==> config.mk <==
export PLATFORM = sky130hd
export DESIGN_NAME = fhv_check
export DESIGN_NICKNAME = d
export VERILOG_FILES = /design/src/rtl/fhv_pkg.sv /design/src/rtl/fhv_check.sv
export SDC_FILE = /design/constraint.sdc
export NUM_CORES = 1
export LEC_CHECK = 0
export ABC_AREA = 1
export BUFFER_PORTS_ARGS = -buffer_cell sky130_fd_sc_hd__buf_2
export CORE_AREA = 10 10 236 238
export CTS_BUF_LIST = sky130_fd_sc_hd__clkbuf_4
export DETAILED_ROUTE_END_ITERATION = 7
export DIE_AREA = 0 0 246 248
export GPL_TIMING_DRIVEN = 1
export HOLD_SLACK_MARGIN = 0.06
export SYNTH_ARGS = -nofsm -noshare
export SYNTH_HDL_FRONTEND = slang
export SYNTH_SLANG_ARGS = --single-unit
==> constraint.sdc <==
create_clock -name clk -period 0.8 [get_ports clk]
set_input_delay 0.16 -clock clk [delete_from_list [all_inputs] [get_ports clk]]
set_output_delay 0.16 -clock clk [all_outputs]
set_load 0.01 [all_outputs]
==> src/rtl/fhv_pkg.sv <==
// ----------------------------------------------------------------------------
// fhv_pkg
// Types and constants shared by the frame header validator modules.
// ----------------------------------------------------------------------------
package fhv_pkg;

    localparam int HDR_SIZE  = 64;
    localparam int OFFSET_W  = 64;
    localparam int CHUNK_W   = 32;
    localparam int VERDICT_W = 4;
    localparam int CFG_IDX_W = 3;
    localparam int NUM_CELLS = OFFSET_W;
    localparam int LATENCY   = NUM_CELLS + 2;

    localparam logic [CHUNK_W-1:0] HDR_BYTES   = CHUNK_W'(HDR_SIZE);
    localparam logic [15:0]        HDR_LEN_VAL = 16'(HDR_SIZE);

    localparam logic [VERDICT_W-1:0] V_OK        = 4'd0;
    localparam logic [VERDICT_W-1:0] V_SHORT     = 4'd1;
    localparam logic [VERDICT_W-1:0] V_MAGIC     = 4'd2;
    localparam logic [VERDICT_W-1:0] V_VERSION   = 4'd3;
    localparam logic [VERDICT_W-1:0] V_HDRLEN    = 4'd4;
    localparam logic [VERDICT_W-1:0] V_RESERVED  = 4'd5;
    localparam logic [VERDICT_W-1:0] V_CLUSTER   = 4'd6;
    localparam logic [VERDICT_W-1:0] V_SCHEMA    = 4'd7;
    localparam logic [VERDICT_W-1:0] V_LENGTH    = 4'd8;
    localparam logic [VERDICT_W-1:0] V_PLACEMENT = 4'd9;

    localparam logic [CFG_IDX_W-1:0] CFG_MAGIC   = 3'd0;
    localparam logic [CFG_IDX_W-1:0] CFG_VERSION = 3'd1;
    localparam logic [CFG_IDX_W-1:0] CFG_CLUSTER = 3'd2;
    localparam logic [CFG_IDX_W-1:0] CFG_SCHEMA  = 3'd3;
    localparam logic [CFG_IDX_W-1:0] CFG_CHUNK   = 3'd4;

    localparam logic [CHUNK_W-1:0] CHUNK_RESET = 32'd4096;

    typedef struct packed {
        logic [31:0]        magic;
        logic [15:0]        version;
        logic [31:0]        cluster;
        logic [31:0]        schema;
        logic [CHUNK_W-1:0] chunk;
    } cfg_t;

    typedef struct packed {
        logic [VERDICT_W-1:0] pre;
        logic [CHUNK_W-1:0]   rem;
        logic [OFFSET_W-1:0]  dividend;
    } stage_t;

endpackage

==> src/rtl/fhv_check.sv <==
// ----------------------------------------------------------------------------
// fhv_check
// Entry stage: runs the ordered field checks and loads the remainder chain.
// ----------------------------------------------------------------------------
module fhv_check
    import fhv_pkg::*;
(
    input  logic                clk,
    input  logic                rst_n,
    input  logic                take,
    input  cfg_t                cfg,
    input  logic [31:0]         frame_bytes,
    input  logic [31:0]         magic_word,
    input  logic [15:0]         version_field,
    input  logic [15:0]         header_length,
    input  logic [31:0]         cluster_tag,
    input  logic [31:0]         schema_tag,
    input  logic [31:0]         payload_bytes,
    input  logic [OFFSET_W-1:0] ring_offset,
    input  logic [63:0]         reserved_low,
    input  logic [63:0]         reserved_high,
    output logic                out_valid,
    output stage_t              out_stage
);

    logic                 valid_reg;
    stage_t               stage_reg;
    stage_t               stage_next;
    logic [VERDICT_W-1:0] pre;
    logic [CHUNK_W-1:0]   fit_limit;

    assign fit_limit = cfg.chunk - HDR_BYTES;

    always_comb
    begin
        if (frame_bytes < HDR_BYTES)
        begin
            pre = V_SHORT;
        end
        else if (magic_word != cfg.magic)
        begin
            pre = V_MAGIC;
        end
        else if (version_field != cfg.version)
        begin
            pre = V_VERSION;
        end
        else if (header_length != HDR_LEN_VAL)
        begin
            pre = V_HDRLEN;
        end
        else if ((reserved_low != 64'd0) || (reserved_high != 64'd0))
        begin
            pre = V_RESERVED;
        end
        else if ((cfg.cluster != 32'd0) && (cluster_tag != cfg.cluster))
        begin
            pre = V_CLUSTER;
        end
        else if ((cfg.schema != 32'd0) && (schema_tag != cfg.schema))
        begin
            pre = V_SCHEMA;
        end
        else if (payload_bytes > fit_limit)
        begin
            pre = V_LENGTH;
        end
        else
        begin
            pre = V_OK;
        end
    end

    always_comb
    begin
        stage_next.pre      = pre;
        stage_next.rem      = '0;
        stage_next.dividend = ring_offset;
    end

    always_ff @(posedge clk or negedge rst_n)
    begin
        if (!rst_n)
        begin
            valid_reg <= 1'b0;
        end
        else
        begin
            valid_reg <= take;
        end
    end

    always_ff @(posedge clk)
    begin
        stage_reg <= stage_next;
    end

    assign out_valid = valid_reg;
    assign out_stage = stage_reg;

endmodule

== Word-level counts from Yosys, hierarchy flattened ==
Index checks and enable logic that the tools add are counted.

* Register bits: 69
* Input port bits: 531
* Output and inout port bits: 101
* Logic and storage cells: 29

* Add/sub/neg operators: 1
* $lt $le $gt $ge: 2
* Equal/unequal tests: 5
* Muxes and demuxes: 7
* Reductions and logical operators: 9

{| class="wikitable"
|+ Operator list
! cell !! number
|-
| 64-bit nonzero test || 2
|-
| 32-bit inequality test || 3
|-
| 32-bit nonzero test || 2
|-
| 32-bit > comparator || 1
|-
| 32-bit by 7-bit < comparator with 1-bit output, second input constant || 1
|-
| 32-bit by 7-bit subtractor with 32-bit output, second input constant || 1
|-
| 16-bit inequality test || 1
|-
| 16-bit by 7-bit inequality test with 1-bit output, second input constant || 1
|-
| 3-bit 2-to-1 mux || 4
|-
| 7-bit OR reduction || 1
|-
| 2-bit 2-to-1 mux || 2
|-
| 4-bit 2-to-1 mux || 1
|-
| 3-bit OR reduction || 1
|-
| 1-bit logical AND || 2
|-
| 1-bit logical OR || 1
|}

== Depth between registers and ports, before layout ==
* Depth after elaboration: 9
* Gate-level depth with buffers: 17
* Gate-level depth less buffers: 17

== Worst setup path after synthesis ==
No wires, ideal clock.

* Path kind: in2reg
* Start: in cfg[6] (netlist name)
* End: reg stage_reg, in the netlist out_stage[99]
* Setup time: 118 ps
* Data arrival time: 2177 ps
* Data required time: 682 ps
* Setup slack: -1495 ps
* Cell stages on the path: 16
* Buffers on the path: 0
* Cell sequence: inv_2 > ha_1 > nand2_1 > nor3_4 > nand4_2 > nor4_4 > nand3_2 > xor2_1 > ha_1 > nand2_1 > inv_1 > nand4_1 > nor4_1 > nand3_1 > nand4_1 > nor3_1

* Cells in the longest elaborated chain, start to end: 3

{| class="wikitable"
|+ RTL lines
! element !! RTL line !! text
|-
| from (decl) || fhv_check.sv:11 || <nowiki>input cfg_t cfg,</nowiki>
|-
| 32-bit by 7-bit subtractor with 32-bit output || fhv_check.sv:32 || <nowiki>assign fit_limit = cfg.chunk - HDR_BYTES;</nowiki>
|-
| 32-bit > comparator || fhv_check.sv:64 || <nowiki>else if (payload_bytes > fit_limit)</nowiki>
|-
| 4-bit 2-to-1 mux || fhv_check.sv:64 ||
|-
| to (signal assigned) || fhv_check.sv:95 || <nowiki>stage_reg <= stage_next;</nowiki>
|-
| to (decl) || fhv_check.sv:27 || <nowiki>stage_t stage_reg;</nowiki>
|}

Every way passes these cells.
A chain may end at the register's enable or synchronous reset.

== Worst setup path in the final report ==
* Start: in cfg[9] (netlist name)
* End: reg stage_reg, in the netlist out_stage[99]

Same word-level chain as after synthesis.

==> flow_summary.json <==
{
  "status": "finished, violations left",
  "violations": "setup timing",
  "clock-root-buffer": "clkbuf_4",
  "core_area_um2": 51000,
  "rsz0062_at_grt": "true",
  "min-delay-start": "frame_bytes[7]",
  "crit_top_cell": "nand4_1",
  "grt_pass1_wl_mm": 48.2,
  "power_density_nw_per_um2": 934,
  "p_leak_nw": 5.72,
  "crit_type": "input port to flop",
  "avgSynthCellArea_um2": 6.82,
  "syn_area_um2": 5390,
  "drc": 0,
  "drv_cap": 0,
  "synth_area_leader_cell": "dfxtp_1",
  "finalWorstSetupSlack_ns": -1.31,
  "synth_top_cell_area_share_pct": 25.3,
  "hold_end": "out_stage[96]$_SDFF_PP1_",
  "viasPerCell": 3.48,
  "synth_flop_cell": "dfxtp_1",
  "finalSetupViolCount": 73,
  "ys_top_cells_by_area": "dfxtp_1, nand2_1, nor2_1",
  "arrival_ns": 2.45,
  "clockBufferDepth": 2,
  "cts_tree": "built",
  "drtAntennaViolNets": 0,
  "track_usage_pct": 10.4,
  "fillers": 5709,
  "drt_iter0_markers": 281,
  "dp_slack_ns": -1.91,
  "yosys_register_bits": 69,
  "ctsHtreeMaxLevel": 3,
  "synth_edf_count": 0,
  "grt_max_degree": 13,
  "cts.sinks": 69,
  "crit_path_start_kind": "input port",
  "hold_depth": 5,
  "gp_congestion": 0.886,
  "row_count": 83,
  "ios": 632,
  "max_stage_delay_ns": 0.28,
  "final_nets": 2101,
  "fp.dieW_um": 246,
  "die_area_um2": 61000,
  "grt_overflow": 0,
  "grt_pass1_vias": 8313,
  "drive_gt1_share_pct": 50.5,
  "post_synth_num_cell_types": 35,
  "worstPathRequired_ns": 1.14,
  "path_clk_slew_ns": 0.13,
  "path_max_fanout": 4,
  "hpwl_mm": 31.3,
  "vias": 7737,
  "period_needed_ns": 2.11,
  "cpLargestDelayFamily": "simple AND/OR/NAND/NOR gates",
  "fmax_mhz": 474,
  "yosysWarnings": 0,
  "wirelength_mm": 34.8,
  "synth_seq_area_share_pct": 25.7,
  "setup.worst_path.end_class": "flop",
  "slew_violations": 0,
  "synthTopCellsByCount": "nand2_1, nor2_1, inv_1",
  "cts_buffers": 9,
  "fp.dieH_um": 248,
  "post_drt_wl_per_cell_um": 15.6,
  "start_util_pct": 10.6,
  "whs_ns": 0.183,
  "crit_buf_inv": 2,
  "area_growth_pct": 105,
  "irDropWorstVdd_mv": 0.601,
  "hold_path_class": "input port to flop",
  "port_buffers": 593,
  "hold_viol": 0,
  "firstDrtPassIters": 4,
  "netlist_instances": 790,
  "grt_antenna_before_repair": 12,
  "async_flop_share_pct": 1.45,
  "slowest_stage": "ha_1",
  "crit_chain": "buf_2 -> nor2_2 -> nand2_4 -> nor3_4 -> nand4_2 -> nor4_4 -> nand3_2 -> xor2_1 -> ha_1 -> nand2_2 -> inv_2 -> nand4_1 -> nor4_2 -> nand3_1 -> nand4_1 -> nor3_1",
  "period_share_pct": 264,
  "synth_most_common_cell": "nand2_1"
}
state kept, by name, summed over array words and instances, names as in the netlist:
signal     cells
out_valid      1
out_stage     68
how the worst max path moves through the flow:
| stage | start | endpoint | slack (ns) | cells after the start |
|---|---|---|---|---|
| after floorplan | cfg[6] | out_stage[99]$_SDFF_PP0_ | -1.44 | 16 |
| after global placement | cfg[6] | out_stage[99]$_SDFF_PP0_ | -1.80 | 17 |
| after detailed placement | cfg[6] | out_stage[99]$_SDFF_PP0_ | -1.91 | 17 |
| after CTS | cfg[9] | out_stage[99]$_SDFF_PP0_ | -1.28 | 16 |
| after global routing | cfg[6] | out_stage[99]$_SDFF_PP0_ | -1.46 | 17 |
| final | cfg[9] | out_stage[99]$_SDFF_PP0_ | -1.31 | 16 |
per-stage QoR:
stage / area, um^2 / util [%] / cells / TNS [ns] / total power [W]
3_3_place_gp: 9690 / 19.0 / 2138 / -4.70 / 0.00729
2_1_floorplan: 5530 / - / 821 / -2.17 / 0.00517
3_5_place_dp: 9690 / 19.0 / 2138 / -4.79 / 0.00732
5_1_grt: 11100 / 21.7 / 2225 / -24.30 / 0.0111
4_1_cts: 10900 / 21.3 / 2221 / -22.78 / 0.0104
6_report: 11100 / 21.7 / 2226 / -18.66 / 0.0103
final cells by class:
| class | count | area [um^2] | share of cell area, % |
|---|---|---|---|
| well taps | 680 | 851 | 7.70 |
| flip-flops and latches | 69 | 1440 | 13.0 |
| clock inverters | 7 | 90.1 | 0.815 |
| diodes | 4 | 10.0 | 0.0906 |
| clock buffers | 9 | 67.6 | 0.611 |
| multi-input cells | 631 | 3700 | 33.4 |
| inverters | 89 | 337 | 3.05 |
| repair buffers | 737 | 4560 | 41.3 |
routing by layer:
layer	GRT usage [%]	part of all wire [%]
met5	0	0.18
met4	3.00	2.5
met3	3.95	9.7
met2	18.8	50
met1	11.1	38
report_power, final:
| group | internal (W) | total (W) | switching (W) | leakage [nW] |
|---|---|---|---|---|
| clock | 0.00125 | 0.00255 | 0.00130 | 0.0834 |
| combinational | 0.00225 | 0.00407 | 0.00182 | 5.05 |
| sequential | 0.00363 | 0.00370 | 0.0000755 | 0.585 |
logic make-up after synthesis:
family                   synth area share (%)
XOR/XNOR                                 17.1
flip-flops                               25.7
buffers and inverters                    10.7
AO/OA/AOI/OAI                            2.62
other                                  0.0696
AND/OR/NAND/NOR                          36.2
adder cells (fa/ha/maj)                  7.66
cell usage in the layout, fill, tap and decap left out, types with 3 or more instances in the layout:
cell           instances
a21oi_1               15
nor4_1                16
clkbuf_4               9
nand2_2                7
nand3_1               13
xor2_1                35
nor3_4                 4
nor3_1                12
nand4_1               37
dfxtp_2               40
buf_6                 54
buf_4                 74
conb_1                32
dlygate4sd3_1         67
nor3_2                 3
dfxtp_1               27
nand2_1              162
inv_1                 85
ha_1                  32
xnor2_1               66
nor2_1               152
o21ai_0                5
diode_2                4
buf_2                541
nor2_2                13
xnor2_2                3
inv_2                  3
repair_timing:
| action | in CTS | in global routing |
|---|---|---|
| pin swaps | 19 | 8 |
| setup endpoints to repair | 73 | 73 |
| hold buffers | 67 | 0 |
| endpoints found under the hold margin | 66 | 0 |
| buffers inserted | 0 | 1 |
| resized for setup | 90 | 52 |
Note: power is estimated with default switching activity, not from simulation.
