===== config.mk =====
export PLATFORM = sky130hd
export DESIGN_NAME = fhv_mod_cell
export DESIGN_NICKNAME = d
export VERILOG_FILES = /design/src/rtl/fhv_pkg.sv /design/src/rtl/fhv_mod_cell.sv
export SDC_FILE = /design/constraint.sdc
export NUM_CORES = 1
export LEC_CHECK = 0
export BUFFER_PORTS_ARGS = -buffer_cell sky130_fd_sc_hd__buf_2
export CORE_ASPECT_RATIO = 1.5
export CORE_MARGIN = 4
export CORE_UTILIZATION = 48
export DETAILED_ROUTE_END_ITERATION = 16
export GPL_TIMING_DRIVEN = 0
export PLACE_DENSITY = 0.83
export SLEW_MARGIN = 20
export SYNTH_ARGS = -nofsm -noshare
export SYNTH_HDL_FRONTEND = slang
export SYNTH_SLANG_ARGS = --single-unit

===== constraint.sdc =====
create_clock -name clk -period 1.15 [get_ports clk]
set_clock_uncertainty 0.05 [all_clocks]
set_input_delay 0.23 -clock clk [delete_from_list [all_inputs] [get_ports clk]]
set_output_delay 0.23 -clock clk [all_outputs]
set_load 0.02 [all_outputs]

===== src/rtl/fhv_pkg.sv =====
// ----------------------------------------------------------------------------
// fhv_pkg
// Types and constants shared by the frame header validator modules.
// ----------------------------------------------------------------------------
package fhv_pkg;

    localparam int HDR_SIZE  = 64;
    localparam int OFFSET_W  = 64;
    localparam int CHUNK_W   = 32;
    localparam int VERDICT_W = 4;
    localparam int CFG_IDX_W = 3;
    localparam int NUM_CELLS = OFFSET_W;
    localparam int LATENCY   = NUM_CELLS + 2;

    localparam logic [CHUNK_W-1:0] HDR_BYTES   = CHUNK_W'(HDR_SIZE);
    localparam logic [15:0]        HDR_LEN_VAL = 16'(HDR_SIZE);

    localparam logic [VERDICT_W-1:0] V_OK        = 4'd0;
    localparam logic [VERDICT_W-1:0] V_SHORT     = 4'd1;
    localparam logic [VERDICT_W-1:0] V_MAGIC     = 4'd2;
    localparam logic [VERDICT_W-1:0] V_VERSION   = 4'd3;
    localparam logic [VERDICT_W-1:0] V_HDRLEN    = 4'd4;
    localparam logic [VERDICT_W-1:0] V_RESERVED  = 4'd5;
    localparam logic [VERDICT_W-1:0] V_CLUSTER   = 4'd6;
    localparam logic [VERDICT_W-1:0] V_SCHEMA    = 4'd7;
    localparam logic [VERDICT_W-1:0] V_LENGTH    = 4'd8;
    localparam logic [VERDICT_W-1:0] V_PLACEMENT = 4'd9;

    localparam logic [CFG_IDX_W-1:0] CFG_MAGIC   = 3'd0;
    localparam logic [CFG_IDX_W-1:0] CFG_VERSION = 3'd1;
    localparam logic [CFG_IDX_W-1:0] CFG_CLUSTER = 3'd2;
    localparam logic [CFG_IDX_W-1:0] CFG_SCHEMA  = 3'd3;
    localparam logic [CFG_IDX_W-1:0] CFG_CHUNK   = 3'd4;

    localparam logic [CHUNK_W-1:0] CHUNK_RESET = 32'd4096;

    typedef struct packed {
        logic [31:0]        magic;
        logic [15:0]        version;
        logic [31:0]        cluster;
        logic [31:0]        schema;
        logic [CHUNK_W-1:0] chunk;
    } cfg_t;

    typedef struct packed {
        logic [VERDICT_W-1:0] pre;
        logic [CHUNK_W-1:0]   rem;
        logic [OFFSET_W-1:0]  dividend;
    } stage_t;

endpackage


===== src/rtl/fhv_mod_cell.sv =====
// ----------------------------------------------------------------------------
// fhv_mod_cell
// One restoring step of the ring offset remainder: brings in one dividend bit.
// ----------------------------------------------------------------------------
module fhv_mod_cell
    import fhv_pkg::*;
(
    input  logic               clk,
    input  logic               rst_n,
    input  logic [CHUNK_W-1:0] chunk,
    input  logic               in_valid,
    input  stage_t             in_stage,
    output logic               out_valid,
    output stage_t             out_stage
);

    logic               valid_reg;
    stage_t             stage_reg;
    stage_t             stage_next;
    logic [CHUNK_W:0]   shifted;
    logic [CHUNK_W:0]   diff;

    assign shifted = {in_stage.rem, in_stage.dividend[OFFSET_W-1]};
    assign diff    = shifted - {1'b0, chunk};

    always_comb
    begin
        stage_next.pre      = in_stage.pre;
        stage_next.dividend = {in_stage.dividend[OFFSET_W-2:0], 1'b0};
        if (shifted >= {1'b0, chunk})
        begin
            stage_next.rem = diff[CHUNK_W-1:0];
        end
        else
        begin
            stage_next.rem = shifted[CHUNK_W-1:0];
        end
    end

    always_ff @(posedge clk or negedge rst_n)
    begin
        if (!rst_n)
        begin
            valid_reg <= 1'b0;
        end
        else
        begin
            valid_reg <= in_valid;
        end
    end

    always_ff @(posedge clk)
    begin
        stage_reg <= stage_next;
    end

    assign out_valid = valid_reg;
    assign out_stage = stage_reg;

endmodule


Word-level counts from Yosys, hierarchy flattened. Index checks and enable logic that the tools add are counted.

Bits in registers: 100. Input bits: 135. Word-level logic and storage cells: 7.

Add/sub/neg operators: 1. $lt $le $gt $ge: 1. Mux-type cells: 1.

Operators with widths (count): 33-bit by 32-bit >= comparator with 1-bit output (1); 32-bit two-way mux (1); 32-bit subtractor (1).

Depth between registers and ports, before layout. Gate-level depths: netlist of run 1.

Word-level depth: 2. Mapped depth: 13. Gate-level depth less buffers: 12.

Least setup slack after synthesis of run 1. Ideal clock, no wire load.

Kind: input port to flip-flop. Start: in in_stage[63] (netlist name). End: reg stage_reg, in the netlist out_stage[92]. Data arrival time: 2.535 ns. Setup slack: -1.555 ns. Stages on the path: 12. Buffers on the path: 0. Path through: inv_1 > ha_1 > inv_1 > fa_1 > a21o_1 > a221oi_4 > o2111ai_1 > a31o_1 > a221oi_4 > o221ai_2 > xor2_1 > mux2_2.

RTL lines: start, declared (line fhv_mod_cell.sv:12) `input stage_t in_stage,`; end signal, assigned (line fhv_mod_cell.sv:54) `stage_reg <= stage_next;`; end, declared (line fhv_mod_cell.sv:18) `stage_t stage_reg;`.

==> run metrics, run 1 <==
Post-Synthesis Cells 447; Seq pwr share 0.375; CP max FO 3; Die Width 84.5 um; fin. max-slew vios 0; Multi-input gate area 2480 sq um; # IOs 236; EDFF count, synth 0; Synth warnings 0; RSZ-0062 raised after global routing true; Hold Vio Cnt, Final 0; synthesized flop and latch total 100; setup violators final 44; Clk pwr share 0.287; CP Class primary input to register; initial DRC count 565; Final nets 953; Synth-to-Final Area Change 77.4%; slowest stage delay, CP 0.40 ns; Clock Path Buffers 2; detailed-route DRC error count 0; initial antenna violation count 1; Routability Congestion 0.868; power share of the combinational group 0.338; PD cells 1410 nW/um^2; DR vias 5333; sequential cell area 2010 sq um; H-tree depth 3; IO Port Bufs 234; core box area 8520 sq um; Req. time, crit path 1.34 ns; library cells used by synthesis 49; Leakage 3.55 nW; Post-Syn Area 4220 sq um; number of vias per cell 5.94; largest net degree at the start of global routing 19; global-route wire length before repair 28100 um; die height 123 um; final wirelength 22300 um; WL/cell 24.8 um; failing checks setup timing; vias in the first global route 5115; startpoint types primary input; WHS Endpoint out_stage[74]; Tmin final 2.65 ns; status complete, but fails checks; DR pass1 iterations 8; Seq/Total Area, Yosys 0.476; HPWL after detailed placement 11700 um; Hold Path Stages 3; Tcrit/Tclk final 2.31; total CTS buffers 9; net load switching power 0.00367 W; asr flop ratio synth 0.0100; worst-margin pin slew 0.533 ns; Synth Flop Type dfxtp_1; starting density of the core 0.495; Sw Share 0.348; Worst-path clk slew 0.08 ns; max_slew headroom 0.641; Max Cap Viol 0; GRT Total Usage 0.353; Placed Area 5850 sq um; CP max-delay cell a211oi_4; root buffer cell clkbuf_16; Hold Crit Start in_stage[73]; IR drop worst, VDD 1.06 mV; die area 10400 sq um; Hold Crit Class primary input to register; grt ovf 0; maximum clock rate 377 MHz; Antenna Violating Nets Remaining 0; worst-path cell chain buf_12, inv_12, ha_4, inv_2, fa_2, a21o_1, a221oi_4, buf_4, buf_6, o31ai_4, a211oi_4, o21ai_2, o22ai_2, xnor2_1, mux2_4; Clock Sinks 100; layout cell share with drive strength beyond 1 0.471; Fillers 401; syn_area_per_cell 9.44 sq um; final setup margin -1.50 ns; TritonCTS clock tree built; CP Capture Type register; Tot Pwr 0.0106 W; Mapped Nets 615; # rows 41; internal power 0.00688 W; Final Cell Area 7480 sq um; Critical Path AT 2.84 ns
## cell families (layout without fill, tap and decap cells)
| group | after synthesis | in the layout | synth area share |
|---|---|---|---|
| flops | 100 | 100 | 0.476 |
| simple gates | 97 | 97 | 0.106 |
| xor+xnor | 26 | 26 | 0.0540 |
| mux | 5 | 5 | 0.0133 |
| buf+inv | 62 | 405 | 0.0581 |
| fa+ha+maj | 33 | 33 | 0.0997 |
| other cells | 1 | 2 | 0.000889 |
| compound gates | 123 | 123 | 0.193 |
## final cells by class
cell class	instances	area share
clock inverters	7	0.00803
repair buffers	333	0.301
clock buffers	9	0.0301
flip-flops and latches	100	0.268
plain buffers	10	0.0157
inverters	46	0.0274
diodes	1	0.000334
multi-input cells	285	0.331
well taps	107	0.0179
## registers in the layout (all words and copies together), names as in the netlist
signal and cells:
out_stage 99, out_valid 1
## power groups by stage
stage	clock [W]	combinational [W]	sequential, W
finish	0.00302	0.00357	0.00396
global route	0.00317	0.00371	0.00398
CTS	0.00294	0.00304	0.00392
detailed placement	0	0.00264	0.00399
global placement	0	0.00260	0.00398
floorplan	0	0.00123	0.00447
## placed cells by master (no fill, tap or decap), types with 6 or more instances in the layout
| master | instances |
|---|---|
| buf_2 | 207 |
| dfxtp_1 | 99 |
| dlygate4sd3_1 | 69 |
| nand2_1 | 41 |
| buf_4 | 38 |
| inv_1 | 35 |
| a21oi_1 | 22 |
| o21ai_1 | 18 |
| buf_6 | 16 |
| o21ai_0 | 15 |
| ha_4 | 15 |
| nor2_1 | 14 |
| ha_1 | 14 |
| xnor2_1 | 12 |
| xor2_1 | 12 |
| clkbuf_16 | 11 |
| o21a_1 | 8 |
| nand4_1 | 8 |
| inv_2 | 6 |
| a21o_1 | 6 |
## stage by stage
stage | std cells | setup WS [ns] | TNS [ns] | util | hold WS (ns)
after floorplan | 447 | -1.52 | -30.95 | - | -0.116
after detailed placement | 788 | -1.99 | -45.98 | 0.687 | -0.0398
after CTS | 886 | -1.30 | -29.13 | 0.837 | 0.0337
after global placement | 788 | -1.95 | -44.63 | 0.687 | -0.0462
final | 898 | -1.50 | -35.04 | 0.879 | 0.0458
after global routing | 898 | -1.54 | -36.56 | 0.879 | 0.0710
## worst max path at each step
stage,depth (start not counted),endpoint,from,slack (ns)
after global routing,15,out_stage[94],in_stage[63],-1.54
after floorplan,12,out_stage[92],in_stage[63],-1.52
after detailed placement,13,out_stage[92],in_stage[63],-1.99
final,15,out_stage[94],in_stage[63],-1.50
after CTS,13,out_stage[92],in_stage[63],-1.30
after global placement,13,out_stage[92],in_stage[63],-1.95
## worst max-delay path, delay by kind of cell
family	cells	cell delay, ns
buf+inv	5	0.47
xor+xnor	1	0.09
mux	1	0.26
compound gates	6	1.29
fa+ha+maj	2	0.47
## cells in the mapped netlist, drive strengths merged (3+ instances only)
cell / count / area, sq um
xor2: 13 / 114
mux2: 5 / 56.3
o211ai: 5 / 37.5
o21bai: 5 / 37.5
o21ai: 38 / 190
dfxtp: 99 / 1980
buf: 4 / 27.5
inv: 46 / 173
nand2: 46 / 173
nand2b: 5 / 31.3
a211oi: 4 / 30.0
a31oi: 4 / 25.0
nor2: 17 / 63.8
ha: 32 / 400
a41oi: 3 / 26.3
o2111ai: 3 / 26.3
clkbuf: 12 / 45.0
nand4: 8 / 50.1
o21a: 8 / 60.1
a21o: 7 / 52.6
nand3: 5 / 25.0
xnor2: 13 / 114
nor3: 5 / 25.0
a21oi: 30 / 150
o31ai: 4 / 30.0
## what timing repair did
action | in CTS | in global routing
gates cloned | 0 | 1
setup endpoints to repair | 32 | 45
buffers inserted | 14 | 16
pin swaps | 12 | 34
hold buffers | 69 | 0
hold endpoints to repair | 69 | 0
resized for setup | 44 | 70
## layer usage
layer | track usage | routed length, um | vias to the layer above
met2 | 0.674 | 11300 | 458
met1 | 0.352 | 7050 | 2509
met3 | 0.109 | 2350 | 148
met5 | 0 | 0 | -
met4 | 0.136 | 1610 | 0
li1 | - | - | 2218
No activity file was read; power rests on OpenSTA's default activity.
==> inputs of run 2 (changes only) <==
--- a/config.mk
+++ b/config.mk
@@ -12,6 +12,7 @@
 export DETAILED_ROUTE_END_ITERATION = 16
 export GPL_TIMING_DRIVEN = 0
 export PLACE_DENSITY = 0.83
+export SETUP_SLACK_MARGIN = 0.02
 export SLEW_MARGIN = 20
 export SYNTH_ARGS = -nofsm -noshare
 export SYNTH_HDL_FRONTEND = slang
==> run 2 against run 1 <==
Net effect: the flow still finishes with violations (setup timing); final cell count down 0.11%; worst hold slack better by 0.010 ns; critical path depth down 2; count of clock-buffer cells in the layout unchanged; die area unchanged; flip-flop and latch count unchanged; non-clock buffer count down 2; critical endpoint is now out_stage[92]; largest power group unchanged.
==> run metrics, run 2 (synthesis gave the netlist of run 1 again) <==
status complete, but fails checks; failing checks setup timing; commonest non-fill, non-tap cell in the layout buf_2; Leakage 3.55 nW; setup violators final 34; starting density of the core 0.495; layout cell share with drive strength beyond 1 0.480; Clock Sinks 100; number of vias per cell 5.85; Hold Vio Cnt, Final 0; TritonCTS clock tree built; startpoint types primary input; maximum clock rate 390 MHz; placed cell count 788; most frequent cells in the layout buf_2, dfxtp_1, dlygate4sd3_1, buf_4, nand2_1; # IOs 236; final setup margin -1.42 ns; vias in the first global route 5124; Fillers 374; GRT Total Usage 0.345; max_slew headroom 0.596; root buffer cell clkbuf_16; Clock Path Buffers 2; WL/cell 24.2 um; CP Capture Type register; PD cells 1400 nW/um^2; RSZ-0062 raised after global routing true; Max Cap Viol 0; # rows 41; largest net degree at the start of global routing 19; global-route wire length before repair 27500 um; Tcrit/Tclk final 2.23; Routability Congestion 0.868; Req. time, crit path 1.34 ns; max layer used met4; Tmin final 2.57 ns; initial antenna violation count 2; Worst-path clk slew 0.08 ns; grt ovf 0; DR vias 5243; HPWL after detailed placement 11700 um; Final nets 951; Critical Path AT 2.75 ns; Synth-to-Final Area Change 79.2%; IR drop worst, VDD 0.918 mV; metal3 WL 2300 um; H-tree depth 3; DR pass1 iterations 5; worst-margin pin slew 0.605 ns; core box area 8520 sq um; pre-CTS setup slack -1.99 ns; Worst Setup EP out_stage[92]; initial DRC count 498; IO Port Bufs 234; die height 123 um; final wirelength 21700 um; total CTS buffers 9; detailed-route DRC error count 0; DR WL met2 11100 um; max reg flops 99; wire length on met1 6970 um; critical path launch point in_stage[63]; CP max FO 3; fin. max-slew vios 0; die area 10400 sq um; Antenna Violating Nets Remaining 0; final cell count without fillers 897; Tot Pwr 0.0106 W; Hold Crit Class primary input to register; CP Class primary input to register; Die Width 84.5 um
==> run 2: worst min path at each step <==
stage	slack [ns]	to	cells past startpoint	start
final	0.06	out_stage[91]	3	in_stage[90]
after global placement	-0.05	out_valid	1	rst_n
after CTS	0.03	out_stage[74]	3	in_stage[73]
after detailed placement	-0.04	out_valid	1	rst_n
after floorplan	-0.12	out_valid	0	rst_n
after global routing	0.08	out_stage[91]	3	in_stage[90]
==> run 2: power breakdown <==
| group | leakage [nW] | internal [W] | switching [W] |
|---|---|---|---|
| sequential | 0.847 | 0.00383 | 0.000131 |
| combinational | 2.56 | 0.00159 | 0.00201 |
| clock | 0.135 | 0.00151 | 0.00149 |
==> run 2: repair_timing <==
item / CTS / global route
cloned: 0 / 1
setup buffers: 14 / 14
resized for setup: 49 / 109
hold buffers: 69 / 0
pin swaps: 12 / 32
endpoints found under the setup margin: 36 / 72
endpoints found under the hold margin: 69 / 0
==> run 2: cell type report <==
type	instances	area [sq um]	share of cell area
plain buffers	10	120	0.0159
inverters	46	205	0.0271
multi-input cells	285	2500	0.331
well taps	107	134	0.0177
repair buffers	331	2290	0.303
flip-flops and latches	100	2020	0.267
diodes	2	5.00	0.000662
clock inverters	7	60.1	0.00795
clock buffers	9	225	0.0298
==> run 2: per-stage QoR <==
stage | util | area, sq um | TNS [ns] | hold WS (ns)
final | 0.888 | 7560 | -35.08 | 0.0562
after global routing | 0.888 | 7560 | -36.59 | 0.0754
after global placement | 0.687 | 5850 | -44.63 | -0.0462
after CTS | 0.839 | 7150 | -29.13 | 0.0337
after floorplan | - | 4540 | -30.95 | -0.116
after detailed placement | 0.687 | 5850 | -45.98 | -0.0398
==> run 2: worst max-delay path: stages <==
cell and delay, ns:
buf_12 0.11, inv_12 0.04, ha_4 0.12, inv_2 0.03, fa_2 0.34, a21o_1 0.21
a221oi_4 0.29, o2111ai_2 0.17, a31o_4 0.29, a221oi_4 0.33, o221ai_2 0.15, xor2_1 0.16
mux2_2 0.27
==> run 2: metal layers <==
layer  global-route usage  vias to the layer above
met1                0.352                     2457
met2                0.644                      441
met5                    0                        -
li1                     -                     2209
met3                0.107                      136
met4                0.145                        0
==> inputs of run 3 (changes only) <==
--- a/config.mk
+++ b/config.mk
@@ -8,10 +8,10 @@
 export BUFFER_PORTS_ARGS = -buffer_cell sky130_fd_sc_hd__buf_2
 export CORE_ASPECT_RATIO = 1.5
 export CORE_MARGIN = 4
-export CORE_UTILIZATION = 48
+export CORE_UTILIZATION = 45
 export DETAILED_ROUTE_END_ITERATION = 16
 export GPL_TIMING_DRIVEN = 0
-export PLACE_DENSITY = 0.83
+export PLACE_DENSITY = 0.78
 export SETUP_SLACK_MARGIN = 0.02
 export SLEW_MARGIN = 20
 export SYNTH_ARGS = -nofsm -noshare
==> run 3 against run 2 <==
Net effect: the run still ends with setup timing left; combinational power up 6.4%; die area rose by 6.1%; routed wire length fell by 1.7%; fmax shrank 2.6%; clock power rose by 9.7%; sequential share of layout area fell by 1.3 points; critical path type unchanged.
==> run metrics, run 3 (synthesis gave the netlist of run 1 again) <==
status complete, but fails checks; failing checks setup timing; maximum clock rate 380 MHz; HPWL after detailed placement 11600 um; core box area 9200 sq um; CP Capture Type register; diodes inserted 0; PD cells 1390 nW/um^2; most frequent cells in the layout buf_2, dfxtp_1, dlygate4sd3_1, buf_4, inv_1; TritonCTS clock tree built; final core occ 0.866; WL/cell 23.5 um; Clock Path Buffers 2; Clock Sinks 100; CP Class primary input to register; largest net degree at the start of global routing 20; Critical Path AT 2.83 ns; setup violators final 35; placed cell count 793; initial DRC count 349; initial antenna violation count 0; Top delay family on crit path compound AO/OA/AOI/OAI gates; max_slew headroom 0.651; max reg flops 99; Final nets 959; root buffer cell clkbuf_16; number of vias per cell 5.73; starting density of the core 0.458; IO Port Bufs 234; die height 127 um; Antenna Violating Nets Remaining 0; CP dominant cell by count buf_4; DR pass1 iterations 6; die area 11000 sq um; Synth-to-Final Area Change 89.0%; worst-path cell chain buf_12, inv_12, ha_4, inv_2, fa_2, a21o_1, a221oi_4, buf_4, o31ai_4, a211oi_2, buf_4, o21ai_2, o22ai_2, xnor2_1, mux2_2; Tcrit/Tclk final 2.29; CP bufs+invs 5; final wirelength 21400 um; Hold Crit Class primary input to register; IR drop worst, VDD 1.12 mV; final cell count without fillers 908; Hold Vio Cnt, Final 0; Tmin final 2.63 ns; # IOs 236; DR vias 5199; Req. time, crit path 1.34 ns; H-tree depth 3; Die Width 87.0 um; layout cell share with drive strength beyond 1 0.535; CP max FO 3; Routability Congestion 0.934; fin. max-slew vios 0; RSZ-0062 raised after global routing true; Worst-path clk slew 0.08 ns; final setup margin -1.48 ns; vias in the first global route 4907; commonest non-fill, non-tap cell in the layout buf_2; WHS 0.0450 ns; Leakage 3.74 nW; slowest stage delay, CP 0.36 ns; detailed-route DRC error count 0; worst-margin pin slew 0.524 ns; grt ovf 0; GRT Total Usage 0.315; global-route wire length before repair 26400 um; total CTS buffers 9; startpoint types primary input; CP max-delay cell fa_2; Max Cap Viol 0; # rows 43
run 3: layout make-up:
type | count | area [sq um]
Multi-Input combinational cell | 285 | 2650
Clock inverter | 7 | 93.8
Fill cell | 430 | 1230
Inverter | 46 | 208
Clock buffer | 9 | 225
Sequential cell | 100 | 2030
Buffer | 10 | 148
Timing Repair Buffer | 339 | 2480
Tap cell | 112 | 140
run 3: final timing paths:
check | start | end | slack (ns) | cells past startpoint
max | in_stage[63] | out_stage[94] | -1.48 | 15
min | in_stage[81] | out_stage[82] | 0.04 | 3
max in group asynchronous | rst_n | out_valid | 0.82 | 2
min in group asynchronous | rst_n | out_valid | 0.15 | 2
run 3: routing by layer:
layer	GRT usage	wire length, um
met5	0	0
met3	0.138	2540
met4	0.114	1260
met1	0.314	6940
met2	0.567	10600
run 3: metrics by stage:
stage / area, sq um / power, W / setup TNS, ns / worst slack [ns]
6_report: 7970 / 0.0111 / -34.23 / -1.48
4_1_cts: 7360 / 0.0103 / -29.31 / -1.37
3_3_place_gp: 5850 / 0.00660 / -43.90 / -1.94
2_1_floorplan: 4540 / 0.00570 / -30.95 / -1.52
3_5_place_dp: 5850 / 0.00662 / -45.29 / -1.95
5_1_grt: 7970 / 0.0114 / -35.76 / -1.56
run 3: report_power, final:
| part | total [W] | switching, W | internal (W) |
|---|---|---|---|
| sequential | 0.00397 | 0.000132 | 0.00384 |
| clock | 0.00328 | 0.00153 | 0.00175 |
| combinational | 0.00383 | 0.00209 | 0.00174 |
run 3: repair_timing:
item                                   CTS  global route
setup endpoints to repair               44            79
hold buffers                            69             0
cloned                                   3             2
endpoints found under the hold margin   69             0
resized for setup                       90           156
pin swaps                               32            46
buffers inserted                        19            16
